## config.mk

```make
export PLATFORM = sky130hd
export DESIGN_NAME = sine_commutation_three_phase
export DESIGN_NICKNAME = d
export VERILOG_FILES = /design/src/rtl/scm_pkg.sv /design/src/rtl/sine_commutation_three_phase.sv /design/src/rtl/scm_front.sv /design/src/rtl/scm_phase.sv
export SDC_FILE = /design/constraint.sdc
export NUM_CORES = 2
export LEC_CHECK = 0
export ABC_AREA = 1
export BUFFER_PORTS_ARGS = -buffer_cell sky130_fd_sc_hd__buf_4
export CORE_AREA = 5 5 238 240
export DETAILED_ROUTE_END_ITERATION = 16
export DIE_AREA = 0 0 243 245
export HOLD_SLACK_MARGIN = 0.15
export PLACE_DENSITY = 0.92
export SLEW_MARGIN = 20
export SYNTH_ARGS = -nofsm -noshare
export SYNTH_HDL_FRONTEND = slang
export SYNTH_SLANG_ARGS = --single-unit
```

## constraint.sdc

```tcl
create_clock -name clk -period 5.95 [get_ports clk]
set_clock_uncertainty 0.05 [all_clocks]
set_input_delay 0.2975 -clock clk [delete_from_list [all_inputs] [get_ports clk]]
set_output_delay 0.2975 -clock clk [all_outputs]
set_load 0.05 [all_outputs]
```

## src/rtl/scm_pkg.sv

```systemverilog
// ----------------------------------------------------------------------------
// scm_pkg
// Shared types, constants and the elaborated sine table for the three-phase
// sinusoidal commutation block.
// ----------------------------------------------------------------------------
package scm_pkg;

  // Table and encoder geometry (table size and 2*encoder counts are powers of two)
  localparam int TABLE_SIZE     = 256;
  localparam int ENCODER_COUNTS = 4096;
  localparam int SINE_AMPLITUDE = 1024;

  localparam int IDX_W     = $clog2(TABLE_SIZE);
  localparam int IDX_SHIFT = $clog2(2 * ENCODER_COUNTS);
  localparam int AMP_SHIFT = $clog2(SINE_AMPLITUDE);
  localparam int SINE_W    = $clog2(SINE_AMPLITUDE + 1) + 1;

  // Field widths
  localparam int TORQUE_W = 17;
  localparam int ANGLE_W  = 12;
  localparam int POLE_W   = 7;
  localparam int FS_W     = 16;
  localparam int DUTY_W   = 16;
  localparam int AP_W     = ANGLE_W + POLE_W;
  localparam int PROD_W   = SINE_W - 1 + FS_W;
  localparam int QUOT_W   = PROD_W - AMP_SHIFT;

  // Phase offsets in table entries
  localparam logic [IDX_W-1:0] OFFS_POS = IDX_W'(TABLE_SIZE - (3 * TABLE_SIZE) / 4);
  localparam logic [IDX_W-1:0] OFFS_NEG = IDX_W'((3 * TABLE_SIZE) / 4);
  localparam logic [IDX_W-1:0] PHASE_B  = IDX_W'(TABLE_SIZE / 3);
  localparam logic [IDX_W-1:0] PHASE_C  = IDX_W'(2 * (TABLE_SIZE / 3));

  // Configuration register map
  localparam int CFG_IDX_W  = 1;
  localparam int CFG_DATA_W = 16;
  localparam logic [CFG_IDX_W-1:0] CFG_POLE_COUNT = 1'd0;
  localparam logic [CFG_IDX_W-1:0] CFG_FULL_SCALE = 1'd1;
  localparam logic [POLE_W-1:0]    POLE_RESET     = 7'd14;
  localparam logic [FS_W-1:0]      FS_RESET       = 16'd1000;

  // Item payloads
  typedef struct packed {
    logic signed [TORQUE_W-1:0] torque_command;
    logic [ANGLE_W-1:0]         shaft_angle;
    logic                       motor_select;
  } in_item_t;

  typedef struct packed {
    logic [DUTY_W-1:0] duty_first;
    logic [DUTY_W-1:0] duty_second;
    logic [DUTY_W-1:0] duty_third;
  } out_item_t;

  // Front end to phase lanes
  typedef struct packed {
    logic [IDX_W-1:0] addr_a;
    logic [IDX_W-1:0] addr_b;
    logic [IDX_W-1:0] addr_c;
    logic [FS_W-1:0]  mag;
    logic             sel;
  } ph_req_t;

  // --------------------------------------------------------------------------
  // Sine table, built at elaboration with a Q62 fixed-point series
  // --------------------------------------------------------------------------
  localparam logic [63:0] HALF_PI_Q62  = 64'h6487ED5110B4611A;
  localparam logic [63:0] LOW32        = 64'hFFFFFFFF;
  localparam logic [63:0] TABLE_SIZE_Q = 64'(TABLE_SIZE);
  localparam logic [63:0] AMP_Q        = 64'(SINE_AMPLITUDE);
  localparam logic [63:0] AMP_HALF_Q   = 64'((SINE_AMPLITUDE + 1) / 2);

  typedef logic signed [SINE_W-1:0] sine_rom_t [TABLE_SIZE];

  // (a * b) >> 62 for Q62 operands
  function automatic logic [63:0] mul_q62(input logic [63:0] a, input logic [63:0] b);
    logic [63:0] al, ah, bl, bh, ll, lh, hl, hh, mid, lo, hi;
    al  = a & LOW32;
    ah  = a >> 32;
    bl  = b & LOW32;
    bh  = b >> 32;
    ll  = al * bl;
    lh  = al * bh;
    hl  = ah * bl;
    hh  = ah * bh;
    mid = (ll >> 32) + (lh & LOW32) + (hl & LOW32);
    lo  = (ll & LOW32) | (mid << 32);
    hi  = hh + (lh >> 32) + (hl >> 32) + (mid >> 32);
    return (hi << 2) | (lo >> 62);
  endfunction

  // Restoring shift-subtract quotient, table build only
  function automatic logic [63:0] udiv64(input logic [63:0] num, input logic [63:0] den);
    logic [63:0] quo, rem;
    quo = '0;
    rem = '0;
    for (int b = 63; b >= 0; b--) begin
      rem = {rem[62:0], num[b]};
      if (rem >= den) begin
        rem    = rem - den;
        quo[b] = 1'b1;
      end
    end
    return quo;
  endfunction

  // Rounded amplitude * sin(m / TABLE_SIZE * pi / 2)
  function automatic logic [63:0] quarter_sine(input logic [63:0] m);
    logic [63:0] x, x2, term, sum, sh, sl, low, dv, res;
    res = '0;
    if (m == 0) begin
      res = '0;
    end else if (3 * m == TABLE_SIZE_Q) begin
      // sine of one half is taken exactly
      res = AMP_HALF_Q;
    end else begin
      x    = (HALF_PI_Q62 / TABLE_SIZE_Q) * m + ((HALF_PI_Q62 % TABLE_SIZE_Q) * m) / TABLE_SIZE_Q;
      x2   = mul_q62(x, x);
      term = x;
      sum  = x;
      for (int unsigned k = 1; k < 40; k++) begin
        if (term != 0) begin
          dv   = 64'((2 * k) * (2 * k + 1));
          term = udiv64(mul_q62(term, x2), dv);
          if (k[0]) sum = sum - term;
          else      sum = sum + term;
        end
      end
      sh  = sum >> 32;
      sl  = sum & LOW32;
      low = AMP_Q * sl + (64'd1 << 61);
      res = (AMP_Q * sh + (low >> 32)) >> 30;
    end
    return res;
  endfunction

  // Signed table entry at index i
  function automatic logic signed [SINE_W-1:0] sine_value(input logic [63:0] i);
    logic [63:0] t, q, r, m, v;
    t = 4 * i;
    q = (t / TABLE_SIZE_Q) & 64'd3;
    r = t % TABLE_SIZE_Q;
    m = q[0] ? TABLE_SIZE_Q - r : r;
    v = quarter_sine(m);
    return (q >= 2) ? -$signed(SINE_W'(v)) : $signed(SINE_W'(v));
  endfunction

  function automatic sine_rom_t build_sine_rom();
    sine_rom_t rom;
    for (int i = 0; i < TABLE_SIZE; i++) begin
      rom[i] = sine_value(64'(i));
    end
    return rom;
  endfunction

  localparam sine_rom_t SINE_ROM = build_sine_rom();

endpackage

```

## src/rtl/sine_commutation_three_phase.sv

```systemverilog
// ----------------------------------------------------------------------------
// sine_commutation_three_phase
// Sinusoidal three-phase commutation: torque command and rotor angle in,
// three PWM duties out.
// ----------------------------------------------------------------------------
// Fully pipelined: one item is taken on every clock with start high (busy
// never rises). Its three duties sit on out_data, flagged by out_valid, for
// a single cycle, after passing the five register stages: torque clip and
// angle multiply, index and phase offsets, sine table read, magnitude
// multiply, and divide/clip. Results cannot be held off, so the receiver
// must take out_data whenever out_valid is high. cfg_ready is always high,
// but write configuration only while no item is in flight: the full scale
// register is read again in the last stage.
// ----------------------------------------------------------------------------
module sine_commutation_three_phase (
  input  logic                              clk,
  input  logic                              rst_n,
  input  logic                              start,
  output logic                              busy,
  input  scm_pkg::in_item_t                 in_data,
  output logic                              out_valid,
  output scm_pkg::out_item_t                out_data,
  input  logic                              cfg_valid,
  output logic                              cfg_ready,
  input  logic [scm_pkg::CFG_IDX_W-1:0]     cfg_index,
  input  logic [scm_pkg::CFG_DATA_W-1:0]    cfg_data
);

  localparam int LANE_LAT = 3;
  localparam int LATENCY  = 5;

  logic [scm_pkg::POLE_W-1:0]  pole_count_r;
  logic [scm_pkg::FS_W-1:0]    full_scale_r;

  logic                        accept;
  logic                        req_valid;
  scm_pkg::ph_req_t            req;

  logic [LANE_LAT-1:0]         v_r;
  logic [LANE_LAT-1:0]         sel_r;

  logic [scm_pkg::DUTY_W-1:0]  duty_a;
  logic [scm_pkg::DUTY_W-1:0]  duty_b;
  logic [scm_pkg::DUTY_W-1:0]  duty_c;

  // Handshakes: the pipeline never stalls
  assign busy      = 1'b0;
  assign cfg_ready = 1'b1;
  assign accept    = start && !busy;

  // Configuration registers
  always_ff @(posedge clk) begin
    if (!rst_n) begin
      pole_count_r <= scm_pkg::POLE_RESET;
      full_scale_r <= scm_pkg::FS_RESET;
    end else if (cfg_valid && cfg_ready) begin
      unique case (cfg_index)
        scm_pkg::CFG_POLE_COUNT: pole_count_r <= cfg_data[scm_pkg::POLE_W-1:0];
        scm_pkg::CFG_FULL_SCALE: full_scale_r <= cfg_data[scm_pkg::FS_W-1:0];
        default: ;
      endcase
    end
  end

  // Torque clip and table addresses
  scm_front u_front (
    .clk        (clk),
    .rst_n      (rst_n),
    .accept     (accept),
    .in_item    (in_data),
    .pole_count (pole_count_r),
    .full_scale (full_scale_r),
    .req_valid  (req_valid),
    .req        (req)
  );

  // Phase lanes
  scm_phase u_phase_a (
    .clk        (clk),
    .addr       (req.addr_a),
    .mag        (req.mag),
    .full_scale (full_scale_r),
    .duty       (duty_a)
  );

  scm_phase u_phase_b (
    .clk        (clk),
    .addr       (req.addr_b),
    .mag        (req.mag),
    .full_scale (full_scale_r),
    .duty       (duty_b)
  );

  scm_phase u_phase_c (
    .clk        (clk),
    .addr       (req.addr_c),
    .mag        (req.mag),
    .full_scale (full_scale_r),
    .duty       (duty_c)
  );

  // Valid and motor select follow the lanes
  always_ff @(posedge clk) begin
    if (!rst_n) begin
      v_r <= '0;
    end else begin
      v_r <= {v_r[LANE_LAT-2:0], req_valid};
    end
  end

  always_ff @(posedge clk) begin
    sel_r <= {sel_r[LANE_LAT-2:0], req.sel};
  end

  // Left motor takes the phases in reverse order
  always_comb begin
    out_valid            = v_r[LANE_LAT-1];
    out_data.duty_second = duty_b;
    if (sel_r[LANE_LAT-1]) begin
      out_data.duty_first = duty_a;
      out_data.duty_third = duty_c;
    end else begin
      out_data.duty_first = duty_c;
      out_data.duty_third = duty_a;
    end
  end

  // --------------------------------------------------------------------------
  // Assertions
  // --------------------------------------------------------------------------
  a_result_follows_item: assert property (@(posedge clk) disable iff (!rst_n)
    accept |-> ##LATENCY out_valid)
    else $error("accepted item produced no result");

  a_no_spurious_result: assert property (@(posedge clk) disable iff (!rst_n)
    out_valid |-> $past(accept, LATENCY))
    else $error("result without a matching item");

  a_duty_below_ceiling: assert property (@(posedge clk) disable iff (!rst_n)
    out_valid |-> ((out_data.duty_first < full_scale_r || out_data.duty_first == '0) &&
                   (out_data.duty_second < full_scale_r || out_data.duty_second == '0) &&
                   (out_data.duty_third < full_scale_r || out_data.duty_third == '0)))
    else $error("duty above full scale minus one");

endmodule

```

## src/rtl/scm_front.sv

```systemverilog
// ----------------------------------------------------------------------------
// scm_front
// Torque clip and electrical index: two pipeline stages producing the three
// phase table addresses and the torque magnitude.
// ----------------------------------------------------------------------------
module scm_front (
  input  logic                        clk,
  input  logic                        rst_n,
  input  logic                        accept,
  input  scm_pkg::in_item_t           in_item,
  input  logic [scm_pkg::POLE_W-1:0]  pole_count,
  input  logic [scm_pkg::FS_W-1:0]    full_scale,
  output logic                        req_valid,
  output scm_pkg::ph_req_t            req
);

  localparam int WIDE_W = scm_pkg::IDX_SHIFT + scm_pkg::AP_W + scm_pkg::IDX_W;

  logic                          v1_r;
  logic [scm_pkg::AP_W-1:0]      ap_r;
  logic [scm_pkg::FS_W-1:0]      mag_r;
  logic                          neg_r;
  logic                          sel_r;

  logic                          v2_r;
  scm_pkg::ph_req_t              req_r;

  logic                          t_neg;
  logic [scm_pkg::TORQUE_W-1:0]  t_abs;
  logic [scm_pkg::FS_W-1:0]      mag_nxt;
  logic                          neg_nxt;
  logic [WIDE_W-1:0]             scaled;
  logic [scm_pkg::IDX_W-1:0]     idx;
  logic [scm_pkg::IDX_W-1:0]     base;
  scm_pkg::ph_req_t              req_nxt;

  // Stage 1: saturate torque to +/- full scale, keep sign and magnitude
  always_comb begin
    t_neg   = in_item.torque_command[scm_pkg::TORQUE_W-1];
    t_abs   = t_neg ? (~in_item.torque_command + 1'b1) : in_item.torque_command;
    mag_nxt = (t_abs > {1'b0, full_scale}) ? full_scale : t_abs[scm_pkg::FS_W-1:0];
    // a full scale of zero clips to zero, which counts as non-negative
    neg_nxt = t_neg && (full_scale != '0);
  end

  always_ff @(posedge clk) begin
    if (!rst_n) begin
      v1_r <= 1'b0;
    end else begin
      v1_r <= accept;
    end
  end

  always_ff @(posedge clk) begin
    ap_r  <= in_item.shaft_angle * pole_count;
    mag_r <= mag_nxt;
    neg_r <= neg_nxt;
    sel_r <= in_item.motor_select;
  end

  // Stage 2: angle * poles * table size / (2 * encoder counts), wrap, offset
  always_comb begin
    scaled          = {{scm_pkg::IDX_SHIFT{1'b0}}, ap_r, {scm_pkg::IDX_W{1'b0}}};
    idx             = scaled[scm_pkg::IDX_SHIFT +: scm_pkg::IDX_W];
    base            = idx + (neg_r ? scm_pkg::OFFS_NEG : scm_pkg::OFFS_POS);
    req_nxt.addr_a  = base;
    req_nxt.addr_b  = base + scm_pkg::PHASE_B;
    req_nxt.addr_c  = base + scm_pkg::PHASE_C;
    req_nxt.mag     = mag_r;
    req_nxt.sel     = sel_r;
  end

  always_ff @(posedge clk) begin
    if (!rst_n) begin
      v2_r <= 1'b0;
    end else begin
      v2_r <= v1_r;
    end
  end

  always_ff @(posedge clk) begin
    req_r <= req_nxt;
  end

  assign req_valid = v2_r;
  assign req       = req_r;

endmodule

```

## src/rtl/scm_phase.sv

```systemverilog
// ----------------------------------------------------------------------------
// scm_phase
// One phase lane: sine table read, scale by magnitude, clip to the duty
// ceiling. Three register stages.
// ----------------------------------------------------------------------------
module scm_phase (
  input  logic                        clk,
  input  logic [scm_pkg::IDX_W-1:0]   addr,
  input  logic [scm_pkg::FS_W-1:0]    mag,
  input  logic [scm_pkg::FS_W-1:0]    full_scale,
  output logic [scm_pkg::DUTY_W-1:0]  duty
);

  logic signed [scm_pkg::SINE_W-1:0]  sine_r;
  logic [scm_pkg::FS_W-1:0]           mag_r;
  logic [scm_pkg::PROD_W-1:0]         prod_r;
  logic [scm_pkg::DUTY_W-1:0]         duty_r;

  logic [scm_pkg::SINE_W-2:0]         sine_pos;
  logic [scm_pkg::QUOT_W-1:0]         quot;
  logic [scm_pkg::DUTY_W-1:0]         duty_nxt;

  // Stage A: table read
  always_ff @(posedge clk) begin
    sine_r <= scm_pkg::SINE_ROM[addr];
    mag_r  <= mag;
  end

  // Stage B: scale; negative or zero sine gives no drive
  assign sine_pos = (sine_r > 0) ? sine_r[scm_pkg::SINE_W-2:0] : '0;

  always_ff @(posedge clk) begin
    prod_r <= sine_pos * mag_r;
  end

  // Stage C: divide by amplitude, clip to full scale minus one
  always_comb begin
    quot = prod_r[scm_pkg::PROD_W-1:scm_pkg::AMP_SHIFT];
    if (quot == '0) begin
      duty_nxt = '0;
    end else if (quot >= scm_pkg::QUOT_W'(full_scale)) begin
      duty_nxt = full_scale - 1'b1;
    end else begin
      duty_nxt = quot[scm_pkg::DUTY_W-1:0];
    end
  end

  always_ff @(posedge clk) begin
    duty_r <= duty_nxt;
  end

  assign duty = duty_r;

endmodule
```

=== Yosys cells after proc, flatten, opt, wreduce, memory -nomap -nowiden ===
Memories as Yosys holds them, arrays and structs flattened. A register that Yosys moved wholly into a read port is not among the register bits.
Index checks and enable logic that the tools add are counted.

* Logic and storage cells: 64
* Register bits: 248
* Output and inout port bits: 51
* Bits in read-only memories: 9,216
* Memories kept: 3
* Input bits: 51

* Muxes and demuxes: 11
* Multipliers: 4
* Magnitude comparators: 7
* Bitwise gates (word level): 5
* Reductions and logical operators: 7
* Add/sub/neg operators: 5

{| class="wikitable"
|+ Memory list
! name !! depth !! width !! read ports !! clocked after Yosys merged registers in !! wr ports !! line !! RTL
|-
| (no name shown) || 256 || 12 || 1 || 1 || 0 || scm_phase.sv:25 || <nowiki>sine_r <= scm_pkg::SINE_ROM[addr];</nowiki>
|-
| (no name shown) || 256 || 12 || 1 || 1 || 0 || scm_phase.sv:25 ||
|-
| (no name shown) || 256 || 12 || 1 || 1 || 0 || scm_phase.sv:25 ||
|}

{| class="wikitable"
|+ Operators by type and width
! kind !! count
|-
| $mux 16 || 6
|-
| $mul 11x16->27 || 3
|-
| $ge 17x16->1 || 3
|-
| $logic_not 17->1 || 3
|-
| $gt 12x1->1 const B || 3
|-
| $mux 11 || 3
|-
| $not 8->9 || 3
|-
| $add 17x1->17 const B || 1
|-
| $gt 17x16->1 || 1
|-
| $mux 17 || 1
|-
| $not 17->17 || 1
|-
| $reduce_bool 16->1 || 1
|-
| $sub 16x1->16 const B || 1
|-
| $mul 12x7->13 || 1
|-
| $add 8x7->8 const B || 1
|-
| $add 8x8->8 || 1
|-
| $add 8x8->8 const B || 1
|-
| $mux 8 || 1
|-
| $reduce_and 2->1 || 2
|-
| $logic_and 1x1->1 || 1
|-
| $not 1->1 || 1
|}

=== Depth between registers and ports, before layout ===
* Depth in word-level cells: 5
* Mapped depth: 31

=== By module ===
A second synthesis with hierarchy kept.

* Cell total of the unflattened synthesis: 5,269
* Area, all modules: 37,400.9 um^2

{| class="wikitable"
|+ By module, submodules not included
! module !! area each (um^2) !! cells an instance !! instances
|-
| scm_phase at u_phase_b || 10,453.8 || 1,495 || 1
|-
| scm_phase at u_phase_c || 10,428.8 || 1,470 || 1
|-
| scm_phase at u_phase_a || 10,408.7 || 1,493 || 1
|-
| scm_front || 4,690.7 || 596 || 1
|-
| sine_commutation_three_phase || 1,418.9 || 215 || 1
|}

=== Worst setup path after synthesis ===
No wires, ideal clock.

* Path kind: reg2reg
* From: register u_phase_a.sine_r[1] (netlist name)
* To: register u_phase_a.prod_r[24] (netlist name)
* Cell stages (with the launch flop): 29
* Required time: 5,788 ps
* Arrival: 5,125 ps
* Slack: 663 ps
* Clock period less this slack: 5,287 ps
* Library setup time: 112 ps
* Cells stage by stage: dfxtp_1 > nor2_1 > nand2_1 > nor2_1 > nand2_1 > nand2_1 > inv_2 > nand2_1 > inv_1 > clkbuf_1 > nand2_1 > fa_1 > fa_1 > inv_1 > fa_1 > fa_1 > inv_1 > fa_1 > inv_1 > ha_1 > a21oi_1 > o21a_1 > inv_1 > a21oi_1 > nor2_1 > a211oi_1 > nand2_1 > nand2_1 > nand2_1

* Longest elaborated chain between the ends: 3

{| class="wikitable"
|+ RTL lines
! element !! line !! RTL
|-
| from (decl) || scm_phase.sv:14 || <nowiki>logic signed [scm_pkg::SINE_W-1:0] sine_r;</nowiki>
|-
| $gt 12x1->1 || scm_phase.sv:30 || <nowiki>assign sine_pos = (sine_r > 0) ? sine_r[scm_pkg::SINE_W-2:0] : '0;</nowiki>
|-
| $mux 11 * || scm_phase.sv:30 ||
|-
| $mul 11x16->27 * || scm_phase.sv:33 || <nowiki>prod_r <= sine_pos * mag_r;</nowiki>
|-
| to (signal assigned) || scm_phase.sv:33 ||
|-
| to (decl) || scm_phase.sv:16 || <nowiki>logic [scm_pkg::PROD_W-1:0] prod_r;</nowiki>
|}

Every way passes the cells marked *; elsewhere a longest branch is shown, timed or not.
A chain may end at the register's enable or synchronous reset.

=== Worst setup path after layout ===
* From: register u_phase_c.sine_r[4] (netlist name)
* To: register u_phase_c.prod_r[26] (netlist name)

* Longest elaborated chain between the ends: 3

{| class="wikitable"
|+ RTL lines
! element !! line
|-
| from (decl) || scm_phase.sv:14
|-
| $gt 12x1->1 || scm_phase.sv:30
|-
| $mux 11 * || scm_phase.sv:30
|-
| $mul 11x16->27 * || scm_phase.sv:33
|-
| to (signal assigned) || scm_phase.sv:33
|-
| to (decl) || scm_phase.sv:16
|}

Marks and branches as above.

==> metrics.md <==
| Metric | Value |
|---|---|
| FFs w/ async S/R, synth | `0%` |
| DR vias | `~38k` |
| CP peak stage delay | `0.54 ns` |
| Synth Instances | `5025` |
| Yosys warns | `0` |
| Least-Margin Pin Slew | `slightly below 1 ns` |
| Crit. End Element | `register` |
| Post-synthesis sequential area ratio | `14.1%` |
| DRC errors left | `0` |
| Later-pin clock latency in the skew report | `0.60 ns` |
| Die Y | `245 µm` |
| Worst setup SP type | `register` |
| Hold wc startpoint | `in_data[19]` |
| Initial Util | `between 60% and 70%` |
| Die outline width | `~240 µm` |
| Total grt overflow | `0` |
| CP required | `6.36 ns` |
| Worst-path clk slew | `0.07 ns` |
| WL/cell | `approximately 23 µm` |
| ANT nets after route | `0` |
| Die Area | `0.0595 mm²` |
| Clk buf depth | `3` |
| Largest family of logic cells by synthesized area | `adder cells` |
| EDFF count, synth | `0` |
| FMAX | `0.173 GHz` |
| Drt pass-1 iters | `9` |
| First-pass GRT wire length | `between 200000 and 250000 µm` |
| FF-to-FF setup slack | `about 0.18 ns` |
| CTS tree | `done` |
| Net count after synthesis | `5792` |
| Placer congestion estimate | `1.06` |
| Mapped Area | `0.0353 mm²` |
| Hold depth | `5` |
| Setup WS pre-CTS | `0.151 ns` |
| CP Class | `register to register` |
| Nets | `5866` |
| PortBufs | `99` |
| Beginning of the critical path | `u_phase_c.sine_r[4]` |
| Adder-cell area share of the yosys netlist | `34.0%` |
| Area Growth Syn to Fin | `8.28%` |
| Worst R2R Path Depth | `28` |
| Final wirelength | `135000 µm` |
| Row cnt | `86` |
| Initial detailed-routing violation count | `5847` |
| Setup ws final | `0.181 ns` |
| Vias/cell | `about 6.5` |
| I/O pin count | `102` |
| Mux share of post-synthesis cell area | `0%` |
| CP Data Arrival Time | `6.18 ns` |
| CTS Root Cell | `clkbuf_16` |
| Final Max Tran Viols | `0` |
| DP HPWL | `around 100000 µm` |
| Final setup fails | `0` |
| Post-Synth Simple-Gate Area | `22.2%` |
| Cell variety after synth | `66` |
| Mean Syn Cell Area | `approximately 7 µm²` |
| Origin of the critical flop-to-flop path | `u_phase_c.sine_r[4]` |
| Number of global-route vias before repair | `about 38k` |
| Slew headroom | `between 30% and 40%` |
| Fin. Hold Viols | `0` |
| CP Max Fanout | `9` |
| Initial antenna violation count | `4` |
| Synth Area in Compound Gates | `15.1%` |
| CORE AREA | `0.0544 mm²` |
| Synth Flop Type | `dfxtp_1` |
| Status | `finished clean` |
| Share of cells above drive strength 1 | `6.84%` |
| CTS Sinks | `248` |
| Largest net degree at the start of global routing | `65` |
| CP dominant cell by count | `nand2_1` |
| CP max stage cell | `fa_1` |
| Hold WS | `0.175 ns` |
| Max-cap violations | `0` |
| Max H-tree Level | `1` |
| Yosys reg bits | `248` |
| Cts bufs inserted | `26` |
| Crit path time final | `5.77 ns` |
| Post-Synth XOR/XNOR Area | `2.26%` |
| GRT Util Overall | `44.0%` |
| Period utilization | `97.0%` |
| HP Class | `input port to register` |
## through the flow
step	TNS [ns]	area (µm²)	util, %	std cells
3_3_place_gp	0	36600	67.3	5707
3_5_place_dp	0	36600	67.3	5707
6_report	0	38200	70.2	5826
5_1_grt	-0.398	38200	70.2	5822
4_1_cts	0	37900	69.7	5800
2_1_floorplan	0	35300	-	5025
## sequential cells by signal, summed over array words and instances (netlist names)
signal and flops:
u_front.req 40, u_phase_a.prod_r 17, u_phase_b.prod_r 17, u_phase_c.prod_r 17, full_scale_r 16, u_front.mag_r 16
u_phase_a.duty 16, u_phase_b.duty 16, u_phase_c.duty 16, u_phase_c.mag_r 16, u_phase_a.sine_r 12, u_phase_b.sine_r 12
u_phase_c.sine_r 12, u_front.ap_r 8, pole_count_r 7, sel_r 3, v_r 3, u_front.neg_r 1
u_front.req_valid 1, u_front.sel_r 1, u_front.v1_r 1
## layout by cell type (no fill, tap or decap), types with 7 or more instances in the layout
master and n:
o22ai_1 19, clkinv_1 11, xnor2_1 23, inv_1 869, a221oi_1 7, nand3_2 7, a22oi_1 10, dlygate4sd3_1 46
clkinvlp_4 19, o2111ai_1 10, nand2_2 27, ha_1 308, o21ai_2 12, a31oi_1 35, nor2_2 11, dfxtp_1 248
nand2_1 1007, nand3_1 142, nor2_1 560, clkbuf_16 26, o21ai_1 18, clkbuf_1 8, o21bai_1 9, o221ai_1 18
nor3_1 71, inv_2 20, buf_4 191, a21oi_1 329, nand4_1 53, o31ai_1 14, o21ai_0 335, o211ai_1 43
o21a_1 11, fa_1 408, o311ai_0 10, nor4_1 16, xor2_1 68, a211oi_1 23
## per-layer routing
layer / GRT usage, % / wire length, µm / vias up / share of wire [%]
li1: - / - / 16100 / -
met1: 53.0 / 45700 / 17400 / 34
met2: 67.7 / 58300 / 3191 / 43
met3: 14.7 / 19700 / 1023 / 15
met4: 28.8 / 11700 / 4 / 8.7
met5: 0 / 30 / - / 0.022
## critical path, delay by kind of cell, from the launching register on
kind	cells	cell delay, ns
compound gates	4	0.73
buf+inv	8	0.88
flops	1	0.36
simple gates	10	0.75
fa+ha+maj	6	2.88
## Yosys cell counts, drive strengths merged (3+ instances only)
library cell / count / share of area (%)
and3: 5 / 0.089
nand4: 54 / 0.97
fa: 408 / 23
or2: 7 / 0.12
o21bai: 9 / 0.19
a311oi: 3 / 0.074
ha: 308 / 11
inv: 899 / 9.6
a21oi: 332 / 4.7
a22oi: 10 / 0.21
a211oi: 23 / 0.49
nand3b: 4 / 0.085
o311ai: 11 / 0.27
nor3: 75 / 1.1
nor4: 16 / 0.28
clkinv: 18 / 0.19
nand2: 1035 / 11
o221ai: 18 / 0.45
a32o: 3 / 0.085
a32oi: 3 / 0.074
clkbuf: 126 / 1.3
buf: 73 / 1.2
a221oi: 8 / 0.22
o32ai: 5 / 0.12
nand3: 149 / 2.2
o211ai: 43 / 0.91
xnor2: 23 / 0.57
o2111ai: 10 / 0.25
xor2: 68 / 1.7
o21ai: 365 / 5.3
o31ai: 14 / 0.30
o22ai: 19 / 0.34
o21a: 11 / 0.23
dfxtp: 248 / 14
a31oi: 36 / 0.64
nor2: 572 / 6.2
## cells by family (layout without fill, tap and decap cells)
group           Yosys count  in the layout
simple gates           1919           1919
buf+inv                1116           1209
compound gates          933            933
fa+ha+maj               716            716
flops                   248            248
xor+xnor                 91             91
other cells               2              6
## path summary, 6_finish.rpt
| path | to |
|---|---|
| hold reg to reg | u_front.req[15] |
| hold / removal | u_front.mag_r[6] |
| setup reg to reg | u_phase_c.prod_r[26] |
| setup / recovery | u_phase_c.prod_r[26] |
## layout make-up
| cell class | instances | area, µm² |
|---|---|---|
| clock inverter | 9 | 106 |
| clock buffer | 38 | 736 |
| antenna | 4 | 10.0 |
| timing repair inverter | 5 | 35.0 |
| inverter | 917 | 3500 |
| tap | 704 | 881 |
| multi-input combinational | 3661 | 26100 |
| fill | 4346 | 16200 |
| sequential | 248 | 4960 |
| timing repair buffer | 240 | 1930 |
## what timing repair did
| action | 4_1_cts | 5_1_grt |
|---|---|---|
| resized for setup | 0 | 49 |
| endpoints found under the hold margin | 42 | 0 |
| hold buffers | 46 | 0 |
| endpoints found under the setup margin | 0 | 24 |
| buffers inserted | 0 | 16 |
Power is not shown: default switching activity piles up to over one toggle a cycle in this logic, so the estimate is an artifact.
